File: src/hdl/utt_pkg.sv
// utt_pkg: shared types, constants and utf-8 byte encoder for the utf-16 to utf-8 transcoder
// no dependencies
package utt_pkg;

  // default number of jobs queued between front and back
  localparam int unsigned UttQueueDepth = 2;

  // code point width (up to U+10FFFF)
  localparam int unsigned CpW = 21;

  typedef logic [CpW-1:0] cp_t;
  typedef logic [2:0]     blen_t;  // utf-8 byte count of a code point, 0 = none
  typedef logic [1:0]     bidx_t;  // byte position inside a code point

  // one job for the back end: up to two code points, a before b
  typedef struct packed {
    cp_t   cp_a;
    blen_t len_a;
    cp_t   cp_b;
    blen_t len_b;
    logic  last;
  } job_t;

  localparam cp_t   ReplacementChar = 21'h00fffd;
  localparam cp_t   SuppBase        = 21'h010000;
  localparam logic [15:0] HighFirst = 16'hd800;
  localparam logic [15:0] HighLast  = 16'hdbff;
  localparam logic [15:0] LowFirst  = 16'hdc00;
  localparam logic [15:0] LowLast   = 16'hdfff;
  localparam logic [15:0] OneByteMax = 16'h007f;
  localparam logic [15:0] TwoByteMax = 16'h07ff;

  localparam blen_t LenNone = 3'd0;
  localparam blen_t LenOne  = 3'd1;
  localparam blen_t LenTwo  = 3'd2;
  localparam blen_t LenRepl = 3'd3;
  localparam blen_t LenSupp = 3'd4;

  // utf-8 length of a basic-plane code point
  function automatic blen_t bmp_len(logic [15:0] unit);
    blen_t len;
    if (unit <= OneByteMax) begin
      len = LenOne;
    end else if (unit <= TwoByteMax) begin
      len = LenTwo;
    end else begin
      len = LenRepl;
    end
    return len;
  endfunction

  // byte idx of the utf-8 form of cp, given its length
  function automatic logic [7:0] enc_byte(cp_t cp, blen_t len, bidx_t idx);
    logic [7:0] b;
    b = 8'h00;
    unique case (len)
      LenOne: b = {1'b0, cp[6:0]};
      LenTwo: begin
        if (idx == 2'd0) b = {3'b110, cp[10:6]};
        else             b = {2'b10, cp[5:0]};
      end
      LenRepl: begin
        case (idx)
          2'd0:    b = {4'b1110, cp[15:12]};
          2'd1:    b = {2'b10, cp[11:6]};
          default: b = {2'b10, cp[5:0]};
        endcase
      end
      LenSupp: begin
        case (idx)
          2'd0:    b = {5'b11110, cp[20:18]};
          2'd1:    b = {2'b10, cp[17:12]};
          2'd2:    b = {2'b10, cp[11:6]};
          default: b = {2'b10, cp[5:0]};
        endcase
      end
      default: b = 8'h00;
    endcase
    return b;
  endfunction

endpackage

File: src/hdl/utt_front.sv
// utt_front: accepts code units, tracks surrogate and termination state, builds jobs
// depends on utt_pkg
module utt_front import utt_pkg::*; (
  input  logic        clk_i,
  input  logic        rst_ni,
  input  logic        accept_i,
  input  logic [15:0] code_unit_i,
  input  logic        last_unit_i,
  output logic        push_o,
  output job_t        job_o
);

  logic       held_valid_q, held_valid_d;
  logic [9:0] held_bits_q, held_bits_d;
  logic       term_q, term_d;

  logic  is_high, is_low, is_zero;
  cp_t   pre_cp, alone_cp;
  blen_t pre_len, alone_len;
  logic  handle_alone;

  assign is_high = (code_unit_i >= HighFirst) && (code_unit_i <= HighLast);
  assign is_low  = (code_unit_i >= LowFirst) && (code_unit_i <= LowLast);
  assign is_zero = (code_unit_i == 16'h0000);

  always_comb begin
    pre_cp       = ReplacementChar;
    pre_len      = LenNone;
    alone_cp     = CpW'(code_unit_i);
    alone_len    = LenNone;
    handle_alone = !term_q;
    held_valid_d = held_valid_q;
    held_bits_d  = held_bits_q;
    term_d       = term_q;

    if (!term_q) begin
      if (held_valid_q) begin
        if (is_low) begin
          // surrogate pair
          pre_cp       = SuppBase + CpW'({held_bits_q, code_unit_i[9:0]});
          pre_len      = LenSupp;
          handle_alone = 1'b0;
        end else begin
          pre_len = LenRepl;
        end
        held_valid_d = 1'b0;
      end
      if (handle_alone) begin
        if (is_zero) begin
          term_d = 1'b1;
        end else if (is_high) begin
          if (last_unit_i) begin
            alone_cp  = ReplacementChar;
            alone_len = LenRepl;
          end else begin
            held_valid_d = 1'b1;
            held_bits_d  = code_unit_i[9:0];
          end
        end else if (is_low) begin
          alone_cp  = ReplacementChar;
          alone_len = LenRepl;
        end else begin
          alone_len = bmp_len(code_unit_i);
        end
      end
    end

    if (last_unit_i) begin
      held_valid_d = 1'b0;
      term_d       = 1'b0;
    end

    // pack so that a single code point always sits in slot a
    if (pre_len != LenNone) begin
      job_o.cp_a  = pre_cp;
      job_o.len_a = pre_len;
      job_o.cp_b  = alone_cp;
      job_o.len_b = alone_len;
    end else begin
      job_o.cp_a  = alone_cp;
      job_o.len_a = alone_len;
      job_o.cp_b  = alone_cp;
      job_o.len_b = LenNone;
    end
    job_o.last = last_unit_i;
  end

  assign push_o = accept_i && ((job_o.len_a != LenNone) || last_unit_i);

  always_ff @(posedge clk_i or negedge rst_ni) begin
    if (!rst_ni) begin
      held_valid_q <= 1'b0;
      term_q       <= 1'b0;
    end else if (accept_i) begin
      held_valid_q <= held_valid_d;
      term_q       <= term_d;
    end
  end

  always_ff @(posedge clk_i) begin
    if (accept_i) begin
      held_bits_q <= held_bits_d;
    end
  end

endmodule

File: src/hdl/utt_fifo.sv
// utt_fifo: small job queue between front and back, register based
// depends on utt_pkg
module utt_fifo import utt_pkg::*; #(
  parameter int unsigned Depth = UttQueueDepth
) (
  input  logic clk_i,
  input  logic rst_ni,
  input  logic push_i,
  input  job_t data_i,
  output logic full_o,
  input  logic pop_i,
  output logic valid_o,
  output job_t data_o
);

  localparam int unsigned PtrW = (Depth > 1) ? $clog2(Depth) : 1;
  localparam int unsigned CntW = $clog2(Depth + 1);

  job_t            mem_q [Depth];
  logic [PtrW-1:0] wr_ptr_q, rd_ptr_q;
  logic [CntW-1:0] count_q;
  logic            do_push, do_pop;

  assign full_o  = (count_q == CntW'(Depth));
  assign valid_o = (count_q != '0);
  assign data_o  = mem_q[rd_ptr_q];
  assign do_push = push_i && !full_o;
  assign do_pop  = pop_i && valid_o;

  always_ff @(posedge clk_i or negedge rst_ni) begin
    if (!rst_ni) begin
      wr_ptr_q <= '0;
      rd_ptr_q <= '0;
      count_q  <= '0;
    end else begin
      if (do_push) begin
        wr_ptr_q <= (wr_ptr_q == PtrW'(Depth - 1)) ? '0 : wr_ptr_q + 1'b1;
      end
      if (do_pop) begin
        rd_ptr_q <= (rd_ptr_q == PtrW'(Depth - 1)) ? '0 : rd_ptr_q + 1'b1;
      end
      case ({do_push, do_pop})
        2'b10:   count_q <= count_q + 1'b1;
        2'b01:   count_q <= count_q - 1'b1;
        default: count_q <= count_q;
      endcase
    end
  end

  always_ff @(posedge clk_i) begin
    if (do_push) begin
      mem_q[wr_ptr_q] <= data_i;
    end
  end

endmodule

File: src/hdl/utt_back.sv
// utt_back: walks a queued job byte by byte into the output register
// depends on utt_pkg
module utt_back import utt_pkg::*; (
  input  logic       clk_i,
  input  logic       rst_ni,
  input  logic       job_valid_i,
  input  job_t       job_i,
  output logic       pop_o,
  output logic       out_valid_o,
  input  logic       out_ready_i,
  output logic [7:0] out_byte_o,
  output logic       byte_valid_o,
  output logic       run_last_o,
  output logic       string_done_o
);

  logic       phase_q, phase_d;
  bidx_t      idx_q, idx_d;
  logic       out_valid_q, out_valid_d;
  logic [7:0] byte_q;
  logic       bvalid_q, rlast_q, sdone_q;

  logic       load, empty_job, last_of_point, last_of_job;
  cp_t        cur_cp;
  blen_t      cur_len;
  logic [7:0] cur_byte;

  assign load      = !out_valid_q || out_ready_i;
  assign empty_job = (job_i.len_a == LenNone);
  assign cur_cp    = phase_q ? job_i.cp_b : job_i.cp_a;
  assign cur_len   = phase_q ? job_i.len_b : job_i.len_a;
  assign cur_byte  = enc_byte(cur_cp, cur_len, idx_q);

  assign last_of_point = ({1'b0, idx_q} + 3'd1) == cur_len;
  assign last_of_job   = empty_job ||
                         (last_of_point && (phase_q || (job_i.len_b == LenNone)));

  assign pop_o = load && job_valid_i && last_of_job;

  always_comb begin
    phase_d     = phase_q;
    idx_d       = idx_q;
    out_valid_d = out_valid_q;
    if (load) begin
      out_valid_d = job_valid_i;
      if (job_valid_i) begin
        if (last_of_job) begin
          phase_d = 1'b0;
          idx_d   = '0;
        end else if (last_of_point) begin
          phase_d = 1'b1;
          idx_d   = '0;
        end else begin
          idx_d = idx_q + 1'b1;
        end
      end
    end
  end

  always_ff @(posedge clk_i or negedge rst_ni) begin
    if (!rst_ni) begin
      phase_q     <= 1'b0;
      idx_q       <= '0;
      out_valid_q <= 1'b0;
    end else begin
      phase_q     <= phase_d;
      idx_q       <= idx_d;
      out_valid_q <= out_valid_d;
    end
  end

  always_ff @(posedge clk_i) begin
    if (load && job_valid_i) begin
      byte_q   <= empty_job ? 8'h00 : cur_byte;
      bvalid_q <= !empty_job;
      rlast_q  <= last_of_job;
      sdone_q  <= last_of_job && job_i.last;
    end
  end

  assign out_valid_o   = out_valid_q;
  assign out_byte_o    = byte_q;
  assign byte_valid_o  = bvalid_q;
  assign run_last_o    = rlast_q;
  assign string_done_o = sdone_q;

endmodule

File: src/hdl/utf16_to_utf8_transcoder.sv
// utf16_to_utf8_transcoder: one utf-16 code unit in per transfer, one utf-8 byte out per transfer
// throughput: one output byte per cycle unless out_ready_i is low; a unit gives 0 to 6 bytes;
//   units that give no byte are queued only when they end a string; the output register sets the pace
// reset: rst_ni async active low clears surrogate/termination state, queue and output valid
// depends on utt_pkg, utt_front, utt_fifo, utt_back
module utf16_to_utf8_transcoder import utt_pkg::*; #(
  parameter int unsigned QueueDepth = UttQueueDepth
) (
  input  logic        clk_i,
  input  logic        rst_ni,
  // input channel
  input  logic        in_valid_i,
  output logic        in_ready_o,
  input  logic [15:0] code_unit_i,
  input  logic        last_unit_i,
  // output channel
  output logic        out_valid_o,
  input  logic        out_ready_i,
  output logic [7:0]  out_byte_o,
  output logic        byte_valid_o,
  output logic        run_last_o,
  output logic        string_done_o
);

  // front end to queue
  logic in_accept;
  logic push;
  job_t push_job;

  // queue to back end
  logic q_full;
  logic q_valid;
  logic pop;
  job_t head_job;

  // input transfer whenever the queue has room; independent of the output side
  assign in_ready_o = !q_full;
  assign in_accept  = in_valid_i && in_ready_o;

  // classify the unit, pair surrogates, decide which code points to emit
  utt_front u_front (
    .clk_i       (clk_i),
    .rst_ni      (rst_ni),
    .accept_i    (in_accept),
    .code_unit_i (code_unit_i),
    .last_unit_i (last_unit_i),
    .push_o      (push),
    .job_o       (push_job)
  );

  // decoupling queue, only units with something to emit are queued
  utt_fifo #(
    .Depth (QueueDepth)
  ) u_fifo (
    .clk_i   (clk_i),
    .rst_ni  (rst_ni),
    .push_i  (push),
    .data_i  (push_job),
    .full_o  (q_full),
    .pop_i   (pop),
    .valid_o (q_valid),
    .data_o  (head_job)
  );

  // serialize each job into bytes, one per output transfer
  utt_back u_back (
    .clk_i         (clk_i),
    .rst_ni        (rst_ni),
    .job_valid_i   (q_valid),
    .job_i         (head_job),
    .pop_o         (pop),
    .out_valid_o   (out_valid_o),
    .out_ready_i   (out_ready_i),
    .out_byte_o    (out_byte_o),
    .byte_valid_o  (byte_valid_o),
    .run_last_o    (run_last_o),
    .string_done_o (string_done_o)
  );

`ifndef ASSERT_OFF
  // an empty end marker only closes a string
  a_marker_closes: assert property (@(posedge clk_i) disable iff (!rst_ni)
    (out_valid_o && !byte_valid_o) |-> (run_last_o && string_done_o && out_byte_o == 8'h00))
    else $error("empty marker without end flags");

  // end of string is always end of the unit's run
  a_done_is_run_last: assert property (@(posedge clk_i) disable iff (!rst_ni)
    (out_valid_o && string_done_o) |-> run_last_o)
    else $error("string_done without run_last");

  // a queued job leaves the queue only on an output load
  a_pop_loads_out: assert property (@(posedge clk_i) disable iff (!rst_ni)
    pop |=> out_valid_o && run_last_o)
    else $error("job retired without its final byte");
`endif

endmodule

File: config.mk
export PLATFORM = sky130hd
export DESIGN_NAME = utf16_to_utf8_transcoder
export DESIGN_NICKNAME = d
export VERILOG_FILES = /design/src/hdl/utt_pkg.sv /design/src/hdl/utt_front.sv /design/src/hdl/utt_fifo.sv /design/src/hdl/utt_back.sv /design/src/hdl/utf16_to_utf8_transcoder.sv
export SDC_FILE = /design/constraint.sdc
export NUM_CORES = 1
export LEC_CHECK = 0
export ABC_AREA = 0
export BUFFER_PORTS_ARGS = -buffer_cell sky130_fd_sc_hd__buf_4
export CORE_MARGIN = 2
export CORE_UTILIZATION = 55
export DETAILED_ROUTE_END_ITERATION = 8
export GPL_TIMING_DRIVEN = 0
export PLACE_DENSITY = 0.77
export SYNTH_ARGS = -nofsm -noshare
export SYNTH_HDL_FRONTEND = slang
export SYNTH_SLANG_ARGS = --single-unit
File: constraint.sdc
create_clock -name clk_i -period 5.1 [get_ports clk_i]
set_input_delay 1.02 -clock clk_i [delete_from_list [all_inputs] [get_ports clk_i]]
set_output_delay 1.02 -clock clk_i [all_outputs]
set_load 0.03 [all_outputs]
==> impl_metrics.toml, run 1 <==
[clock_tree]
cts_setup_buffers = 0
clkSinkCount = 117
clkLatencyLatePin_ns = 0.53
clockRootBuffer = "clkbuf_8"
clkTransAtPathRegs_ns = 0.05
clk_path_buf_depth = 2
cts_buffers = 17
cts_resized = 0
cts_htree_levels = 4
cts_hold_buf = 0
cts_tree = "yes"

[synth]
synth_top_cell_by_area = "edfxtp_1"
ys_async_sr_fraction_pct = 8.55
syn_avg_cell_area_um2 = 13.7
synth_seq_cells = 117
synthFlopType = "edfxtp_1"
postSynthCellCount = 407
syn_nets = 435
yosysTopAreaCellShare_pct = 57.7
yosys-top-cells-count = "edfxtp_1, nand2_1, nor2_1, mux2i_1, nand2b_1"
ys_top_cells_by_area = "edfxtp_1, dfrtp_1, mux4_2"
synth_cell_types = 64
synth_most_common_cell = "edfxtp_1"
synth_edf_count = 107
ys_seq_area_share_pct = 62.2
yosysWarnings = 0
synth_area_mm2 = 0.00557

[worst_setup_path]
cp.arrival_ns = 3.38
r2r-end = "u_fifo.count_q[1]"
required_ns = 5.54
r2r_cells = 8
cp-start-kind = "input pin"
worstSetupPathType = "input pin to flip-flop"
reg2reg_slack_ns = 2.32
endpoint_kind = "flip-flop"
r2r-start = "u_fifo.count_q[0]"
worst-path-max-fanout = 5
crit_start = "code_unit_i[0]"

[sta]
maxSlewViolCount = 0
worst_pin_slew_ns = 0.999
setup_viol = 0
max_slew_margin_pct = 33.4
fin_crit_sh_pct = 57.8
max_freq_mhz = 339
hold_slack_ns = 0.319
rsz0062_at_grt = "false"
fin_skew_ns = 0.00493
hold_viol = 0
fin_ws_ns = 2.15
period_needed_ns = 2.95

[pwr]
vdd_drop_max_mv = 0.304
power.total_mw = 4.07
cellPowerDensity_mw_per_mm2 = 617
p_leak_nw = 2.32

[placed_design]
place_ws_ns = 1.76
post_dp_cell_area_mm2 = 0.00606
gp_congestion = 0.875
portBuffers = 33
dpl.hpwl_um = 9080

[detailed_routing]
vias = 3747
vias_per_cell = 6.17
drtIter0Drc = 339
wl_per_cell_um = 21.5
drc_errors = 0
drt_pass1_iterations = 6
drtAntennaViolNets = 0
drt-total-wl_um = 13000

[finish]
final_nets = 490
fin_util_pct = 67.1
drive_gt1_share_pct = 25.1
finalInstanceArea_mm2 = 0.00659
diodes = 0
area_growth_pct = 18.5

[grt]
grt_pass1_wl_um = 20000
antenna_found_initial = 0
grt.overflow.total = 0
grt_start_max_net_pins = 34
track_usage_pct = 25.0
grt_pass1_vias = 3611

[die]
rows = 36
core-area_mm2 = 0.00982
start_util_pct = 56.7
die-area_mm2 = 0.0109
fp.dieW_um = 105
io_pins = 34
die_h_um = 105

[run_status]
outcome = "complete, no violations"

[hold_path]
holdCritPathClass = "input pin to asynchronous set/reset pin"

[run]
drv_cap = 0
## layer usage
layer  wire [um]  GRT usage [%]  up-vias
li1            -              -     1693
met1        5410           31.7     1844
met2        6480           41.1      173
met3         737           5.24       37
met4         417           12.6        0
met5           0              0        -
## worst max-delay path by stage
stage / end / slack [ns] / cells after the start
2_1_floorplan: u_fifo.mem_q[0][0] / 1.01 / 5
3_3_place_gp: u_fifo.mem_q[0][7] / -0.11 / 6
3_5_place_dp: u_fifo.count_q[1] / 1.76 / 8
4_1_cts: u_fifo.count_q[1] / 2.19 / 8
5_1_grt: u_fifo.count_q[1] / 2.08 / 8
6_report: u_fifo.count_q[1] / 2.15 / 8
## registers in the layout, indices dropped and copies added (netlist names)
name                  cells
u_back.byte_valid_o       1
u_back.phase_q            1
u_back.out_valid_o        1
u_front.held_bits_q      10
u_fifo.mem_q             86
u_fifo.wr_ptr_q           1
u_back.out_byte_o         8
u_back.string_done_o      1
u_fifo.rd_ptr_q           1
u_fifo.count_q            2
u_back.idx_q              2
u_back.run_last_o         1
u_front.held_valid_q      1
u_front.term_q            1
## logic make-up after synthesis
logic type                 Yosys count  share of synthesized area, %
adders and majority gates            7                          1.57
xor gates and xnor gates             9                          1.42
DFF                                117                          62.2
and+or+nand+nor                    120                          11.7
buffers and inverters               32                          2.81
AOI/OAI and AO/OA                   84                          10.9
muxes                               38                          9.31
## stage by stage
step / setup TNS, ns / std cells
finish: 0 / 607
global route: 0 / 607
CTS: 0 / 607
detailed placement: 0 / 576
global placement: -8.33 / 573
floorplan: 0 / 407
## report_power, final
part	switching [mW]	internal [mW]	total, mW
clock	0.403	0.683	1.09
combinational	0.950	0.603	1.55
sequential	0.0911	1.34	1.43
## area by class of cell
| class | count | area [um^2] |
|---|---|---|
| fillers | 710 | 3230 |
| inverters | 12 | 45.0 |
| well taps | 133 | 166 |
| clock buffers | 20 | 425 |
| multi-input cells | 258 | 1970 |
| repair buffers | 36 | 303 |
| clock inverters | 11 | 111 |
| flip-flops and latches | 117 | 3460 |
| plain buffers | 20 | 111 |
## critical path, stage by stage
cell and delay (ns):
buf_4 0.13, or4_2 0.65, nor4_1 0.46, a221o_2 0.32, a21o_4 0.18, ha_1 0.26
nor2_1 0.15, xor2_1 0.20
## cells in the final DEF (no fill, tap or decap), types with 5 or more instances in the layout
master	Yosys	final
edfxtp_1	107	107
buf_4	2	36
nand2_1	25	25
nor2_1	22	20
mux2i_1	18	18
nand2b_1	16	16
clkbuf_16	0	16
or2_2	14	14
a21oi_1	13	13
clkbuf_1	9	12
inv_1	11	11
o21ai_0	11	11
mux4_2	10	10
nand3_1	10	10
mux2_2	10	10
dfrtp_1	10	10
nor3_1	7	7
xnor2_1	7	7
ha_1	7	7
o22ai_1	6	6
nor2b_1	6	6
o22a_1	6	6
o211ai_1	6	6
a31oi_1	6	6
buf_2	5	5
No activity file was read; power rests on OpenSTA's default activity.
==> inputs of run 2 (changes only) <==
- clock period: 5.1 -> 2.9 ns (I/O delays scaled with it)
==> run 2 against run 1 <==
- worst setup slack worse by 2.0 ns
- combinational power rose by 75%
- flip-flop and latch count did not move
- critical path type is now flip-flop to flip-flop
- critical endpoint is now u_back.out_byte_o[2]
- highest routed layer unchanged
==> impl_metrics.toml, run 2 (synthesized netlist as in run 1, its figures left out) <==
[sta]
fin_skew_ns = 0.0138
hold_slack_ns = 0.251
fin_crit_sh_pct = 94.1
hold_viol = 0
max_freq_mhz = 366
period_needed_ns = 2.73
maxSlewViolCount = 0
setup_viol = 0
worst_pin_slew_ns = 1.12
rsz0062_at_grt = "false"
max_slew_margin_pct = 25.2

[finish]
layout_common_cells = "edfxtp_1, buf_4, nand2_1"
drive_gt1_share_pct = 25.8
largest-register = "u_fifo.mem_q"
area_growth_pct = 20.3
final_nets = 491
layout_commonest_cell = "edfxtp_1"
finalInstanceArea_mm2 = 0.00669
diodes = 0
largest_register_ffs = 86

[clock_tree]
cts_resized = 0
clk_path_buf_depth = 2
clockRootBuffer = "clkbuf_8"
cts_htree_levels = 4
cts_buffers = 17
clkTransAtPathRegs_ns = 0.06
clkLatencyLatePin_ns = 0.53
cts_tree = "yes"
cts_setup_buffers = 0
clkSinkCount = 117

[worst_setup_path]
worstSetupPathType = "flip-flop to flip-flop"
worst_path_max_delay_cell = "a2111oi_0"
critPathTopFamily = "compound AO/OA/AOI/OAI gates"
cpPeakStageDelay_ns = 0.56
crit_chain = "buf_4, buf_2, buf_2, mux2i_1, nor2_1, a2111oi_0, a2bb2oi_1, a31oi_1"
critPathBufInv = 3
critPathMostFrequentCell = "buf_2"
worst-path-max-fanout = 10
cp-start-kind = "flip-flop"
endpoint_kind = "flip-flop"
required_ns = 3.16
cp.arrival_ns = 2.99

[detailed_routing]
vias_per_cell = 6.16
wl_met1_um = 5330
drc_errors = 0
dr.max_layer_used = "met4"
drt_pass1_iterations = 5
drt-total-wl_um = 13000
routed-wl-met3_um = 974
drtAntennaViolNets = 0
drtIter0Drc = 305
wl_per_cell_um = 21.4
wl_met2_um = 6360
vias = 3750

[die]
core-area_mm2 = 0.00982
start_util_pct = 56.7
fp.dieW_um = 105
io_pins = 34
die_h_um = 105
die-area_mm2 = 0.0109
rows = 36

[grt]
grt_pass1_vias = 3726
track_usage_pct = 25.2
grt_pass1_wl_um = 20600
antenna_found_initial = 0
grt.overflow.total = 0
grt_start_max_net_pins = 34

[hold_path]
holdCritPathClass = "input pin to flip-flop"

[placed_design]
post_dp_cell_area_mm2 = 0.00606
gp_congestion = 0.918
dpl.hpwl_um = 8890
portBuffers = 33

[pwr]
p_leak_nw = 2.38
power.total_mw = 7.44
cellPowerDensity_mw_per_mm2 = 1110
vdd_drop_max_mv = 0.684

[run]
drv_cap = 0

[run_status]
outcome = "complete, no violations"
[run 2: cell count changes in the layout (fill, tap and decap cells not counted), sizes merged]
cell and change:
clkbuf -1, dlygate4sd3 +1, clkinvlp -3, clkinv +2, bufinv +3
[run 2: area by class of cell]
type,instances,area (um^2)
plain buffers,20,111
clock buffers,19,422
clock inverters,13,206
fillers,691,3130
inverters,12,45.0
multi-input cells,258,1970
flip-flops and latches,117,3460
well taps,133,166
repair buffers,37,313
[run 2: path summary, 6_finish.rpt]
| check | from | endpoint | slack, ns | depth (start not counted) |
|---|---|---|---|---|
| worst max register to register | u_back.phase_q | u_back.out_byte_o[2] | 0.17 | 8 |
| max in group asynchronous | rst_ni | u_back.idx_q[0] | 2.32 | 2 |
| worst min register to register | u_back.out_valid_o | u_back.out_valid_o | 0.49 | 2 |
| min in group asynchronous | rst_ni | u_front.held_valid_q | 0.43 | 2 |
| worst min-delay path | code_unit_i[9] | u_front.held_bits_q[9] | 0.25 | 1 |
| worst max-delay path | u_back.phase_q | u_back.out_byte_o[2] | 0.17 | 8 |
[run 2: stage by stage]
step / utilization (%) / setup TNS (ns) / cells / setup slack (ns)
floorplan: - / -1.67 / 407 / -0.0195
global placement: 60.9 / -73.00 / 573 / -0.808
detailed placement: 61.7 / -0.691 / 576 / -0.0707
CTS: 68.2 / 0 / 609 / 0.291
global route: 68.2 / 0 / 609 / 0.0755
finish: 68.2 / 0 / 609 / 0.170
[run 2: repair_timing]
item / CTS / global route
hold buffers: 1 / 0
endpoints found under the setup margin: 0 / 0
endpoints found under the hold margin: 10 / 0
[run 2: per-layer routing]
layer | global-route usage [%] | vias up
met5 | 0 | -
met4 | 11.0 | 0
met3 | 6.92 | 27
met2 | 40.0 | 196
met1 | 32.9 | 1836
li1 | - | 1691
[run 2: power by group]
group / total, mW / internal, mW / switching, mW
combinational: 2.72 / 1.06 / 1.66
clock: 2.21 / 1.48 / 0.727
sequential: 2.51 / 2.35 / 0.156
total: 7.44 / 4.89 / 2.55
